<file path="src/tscr_ram.sv">
`timescale 1ns / 1ps
module tscr_ram #(
    parameter int WIDTH = 32,
    parameter int DEPTH = 64,
    localparam int ADDR_W = (DEPTH > 1) ? $clog2(DEPTH) : 1
) (
    input  logic              aclk,
    input  logic              we,
    input  logic [ADDR_W-1:0] waddr,
    input  logic [WIDTH-1:0]  wdata,
    input  logic              re,
    input  logic [ADDR_W-1:0] raddr,
    output logic [WIDTH-1:0]  rdata
);

    logic [WIDTH-1:0] mem [DEPTH];
    logic [WIDTH-1:0] rdata_reg;

    // One write port, one registered read port; read data holds when idle
    always_ff @(posedge aclk) begin
        if (we) begin
            mem[waddr] <= wdata;
        end
        if (re) begin
            rdata_reg <= mem[raddr];
        end
    end

    assign rdata = rdata_reg;

endmodule

</file>
<file path="config.mk">
export PLATFORM = sky130hd
export DESIGN_NAME = tscr_ram
export DESIGN_NICKNAME = d
export VERILOG_FILES = /design/src/tscr_ram.sv
export SDC_FILE = /design/constraint.sdc
export NUM_CORES = 2
export LEC_CHECK = 0
export BUFFER_PORTS_ARGS = -buffer_cell sky130_fd_sc_hd__buf_2
export CORE_MARGIN = 1
export CORE_UTILIZATION = 65
export CTS_BUF_LIST = sky130_fd_sc_hd__clkbuf_8
export DETAILED_ROUTE_END_ITERATION = 12
export PLACE_DENSITY_LB_ADDON = 0.3
export SETUP_SLACK_MARGIN = 0.15
export SKIP_LAST_GASP = 1
export SLEW_MARGIN = 20
export SYNTH_ARGS = -nofsm -noshare
export SYNTH_HDL_FRONTEND = slang
export SYNTH_SLANG_ARGS = --single-unit
</file>
<file path="constraint.sdc">
create_clock -name aclk -period 4.65 [get_ports aclk]
set_input_delay 0.2325 -clock aclk [delete_from_list [all_inputs] [get_ports aclk]]
set_output_delay 0.2325 -clock aclk [all_outputs]
set_load 0.02 [all_outputs]
</file>
## After elaboration in Yosys (flattened, before gate mapping)

Memories as Yosys holds them, arrays and structs flattened. A register that Yosys moved wholly into a read port is not among the register bits.
Cells that the tools add are included.

| cells by class | value |
|---|---|
| muxes and demuxes | 2 |

Operators by type and width:

| kind | count |
|---|---|
| 1-bit two-way mux | 2 |

| word-level totals | value |
|---|---|
| memories | 1 |
| memory bits (writable) | 2048 |
| logic and storage cells | 3 |
| flip-flop bits (word level) | 0 |
| output and inout bits | 32 |

Memory list:

| name | depth | bits a word | rd ports | clocked after Yosys merged registers in | wr ports | RTL line | source |
|---|---|---|---|---|---|---|---|
| mem | 64 | 32 | 1 | 1 | 1 | 16 | `logic [WIDTH-1:0] mem [DEPTH];` |

## Longest topological paths before layout

| logic depth | value |
|---|---|
| word-level depth | 2 |
| mapped depth | 10 |

## Least setup slack after synthesis

Ideal clock, no wire load.

| timing | value |
|---|---|
| path kind | in2reg |
| start | in waddr[3] |
| end | mem mem[48][0], enable pin |
| data required time | 4.189 ns |
| buffers on the path | 1 |
| cell stages on the path | 4 |
| data arrival time | 2.931 ns |
| slack | 1.258 ns |
| cell sequence | clkbuf_1 nor2b_1 nand4b_1 nor3_1 |

RTL lines:

| item | RTL line | source |
|---|---|---|
| from (decl) | 9 | `input logic [ADDR_W-1:0] waddr,` |
| to (decl) | 16 |  |

No word-level cell before the write port.

==> run summary <==
Total Neg Setup Slack - 0 ps
Post-Route Skew - 41.8 ps
internal power - 0.0287 W
highest attainable clock frequency - 352 MHz
Core Rows - 127
Crit path arrival time - 3520 ps
IO Count - 79
power dissipated by switching net loads - 0.00816 W
effective utilization at floorplan - 0.656
first-pass GRT wire length - 284000 µm
PostCTS Resize Cnt - 0
post-route cell area - 88400 µm²
family of cells with the greatest summed delay on the critical path - buffers and inverters
flip-flop count of the largest register after layout - 2048
cell-by-cell listing of the critical path - buf_8, buf_12, buf_12, mux4_2, mux4_2, o22ai_1, nor2_1
Buf/Inv on CP - 3
number of nets still failing antenna checks after routing - 0
reported leakage power - 28.0 nW
First DRT Iteration DRCs - 6142
initial antenna violation count - 13
Inserted Clock Buffers - 327
critical path endpoint category - flop
Die Ht - 350 µm
Reg2Reg Setup Slack - 1880 ps
post-synthesis share of cell area spent on and, or, nand and nor gates - 0.0126
clock tree from TritonCTS - built
nets@finish - 3779
global-route usage over all layers - 0.337
clock tree root buffer cell - clkbuf_8
largest family of logic cells by synthesized area - multiplexers
Yosys Warn Count - 0
final estimated routing congestion in global placement - 0.856
Layout Area Growth over Synthesis - 12.1%
commonest cells after routing, fill and taps aside - edfxtp_1 (2080), mux4_2 (544), clkbuf_8 (333)
synthesis-stage register bit count - 2080
number of maximum-capacitance constraint violations - 0
vias in the first global route - 40007
core area - 120000 µm²
cell area reported after detailed placement - 82100 µm²
post-synthesis adder-cell area fraction - 0
classification of the worst-slack hold path - in -> reg
area enclosed by the die boundary - 123000 µm²
status - finished clean
number of detailed-route iterations in the first pass - 6
xor and xnor area share after synthesis - 0
final setup vio count - 0
minimum period implied by the final worst setup slack - 2840 ps
Routed WL - 202000 µm
most common library cell in the layout ignoring fill and taps - edfxtp_1
FFs w/ async S/R, synth - 0
cts-stage hold buffer count - 17
sequential-to-total area share from yosys stat - 0.792
Top FF cell, synth - edfxtp_1
Post-Syn Area - 78800 µm²
vias after detailed routing - 39367
width of the die - 350 µm
number of enable flip-flop cells after synthesis - 2080
port bufs - 78
setup repair after global routing missed its margin - false
Critical Path Fanout Max - 41
Worst Setup Path Type - in -> reg
remaining global-route overflow - 0
core occupancy in the finished layout - 0.736
share of post-route cells with drive strength above 1 - 0.310
number of nets in the synthesized netlist - 3371
H-tree level count - 5
Clock Latency Late Sink - 980 ps
required time of the worst setup path - 5330 ps
maximum vdd drop - 0.392 mV
cell count after synthesis - 3324
DRC errors left - 0
maximum single-stage delay on the critical path - 910 ps
largest net degree at the start of global routing - 85
part of the power in registers - 0.567
Tightest Pin Transition - 1190 ps
fraction of power consumed by the clock network - 0.380
PwrDens - 417 nW/µm²
clock transition time at the flip-flop clock pins of the worst setup and hold paths - 70 ps
Net Sw Frac - 0.222
final hold violation count - 0
element type at the critical path start - input port
proportion of synthesized area in mux cells - 0.167
clock sink total - 2080
complex-gate fraction of the synthesized area - 0.0167
count of filler cells inserted in the layout - 6233
detail-routed net length per standard cell - 36.1 µm
part of the total power dissipated in combinational logic - 0.053
number of max-slew violations in the final report - 0
Netlist cell types - 33
per-instance average area after synthesis - 23.7 µm²
Vias per Instance - 7.04
ratio of final minimum period to clock period - 0.611
number of buffers on the longest clock path - 4
post-CTS repair timing setup buffer count - 0
placed wire-length estimate after detailed placement - 114000 µm
worst slew slack as a fraction of its limit - 0.205
slowest cell on the critical path - o22ai_1
[stage by stage]
| stage | total power [W] | hold slack, ps | std cells | worst slack, ps |
|---|---|---|---|---|
| 6_report | 0.0368 | 111 | 5588 | 1810 |
| 5_1_grt | 0.0378 | 63.1 | 5580 | 1820 |
| 4_1_cts | 0.0368 | 6.95 | 5555 | 1960 |
| 3_5_place_dp | 0.0232 | 679 | 4977 | 968 |
| 3_3_place_gp | 0.0231 | 687 | 4975 | 1010 |
| 2_1_floorplan | 0.0223 | 331 | 3324 | 1260 |
[cells in the mapped netlist, drive strengths merged, types with 3 or more instances]
cell,count,area share
a311oi,8,0.00089
mux4,544,0.16
buf,108,0.0077
nor2,137,0.0065
nand2b,8,0.00063
or2,3,0.00024
mux2i,93,0.012
and3,4,0.00032
a21oi,62,0.0039
o221ai,27,0.0030
nand3,5,0.00032
nand3b,5,0.00048
o32ai,4,0.00044
a41o,4,0.00051
nor3,7,0.00044
clkbuf,74,0.0035
or3,3,0.00024
nand2,26,0.0012
a22oi,12,0.0011
nor2b,15,0.0012
o22ai,84,0.0067
edfxtp,2080,0.79
or3b,5,0.00056
[metal layers]
metal,part of all wire,vias up,GRT usage,wire (µm)
met5,0.00030,-,0,61
met4,0.040,10,0.137,8100
met3,0.14,489,0.0935,28500
met2,0.48,3258,0.516,96000
met1,0.34,20450,0.469,68900
li1,-,15160,-,-
[kinds of logic after synthesis]
group / Yosys count
multiplexers: 637
AO/OA/AOI/OAI: 202
buffers and inverters: 182
flip-flops: 2080
AND/OR/NAND/NOR: 223
[layout make-up]
type,count,area (µm²),area share
tap,1612,2020,0.0228
antenna,12,30.0,0.000340
multi-input combinational,1062,16000,0.181
timing repair buffer,261,2130,0.0242
clock inverter,228,1170,0.0132
clock buffer,333,4580,0.0519
sequential,2080,62500,0.707
[final timing paths]
| check | start | end | cells after the start |
|---|---|---|---|
| max reg2reg | mem[6][11] | rdata[11] | 4 |
| max | raddr[0] | rdata[3] | 7 |
| min reg2reg | mem[13][4] | rdata[4] | 4 |
| min | wdata[4] | mem[9][4] | 1 |
[power by group through the flow]
stage               clock [W]  combinational [W]  sequential [W]
floorplan                   0            0.00101          0.0213
global placement            0            0.00183          0.0213
detailed placement          0            0.00189          0.0213
CTS                    0.0140            0.00191          0.0209
global route           0.0148            0.00202          0.0209
finish                 0.0140            0.00196          0.0209
(Power assumes the default switching activity.)
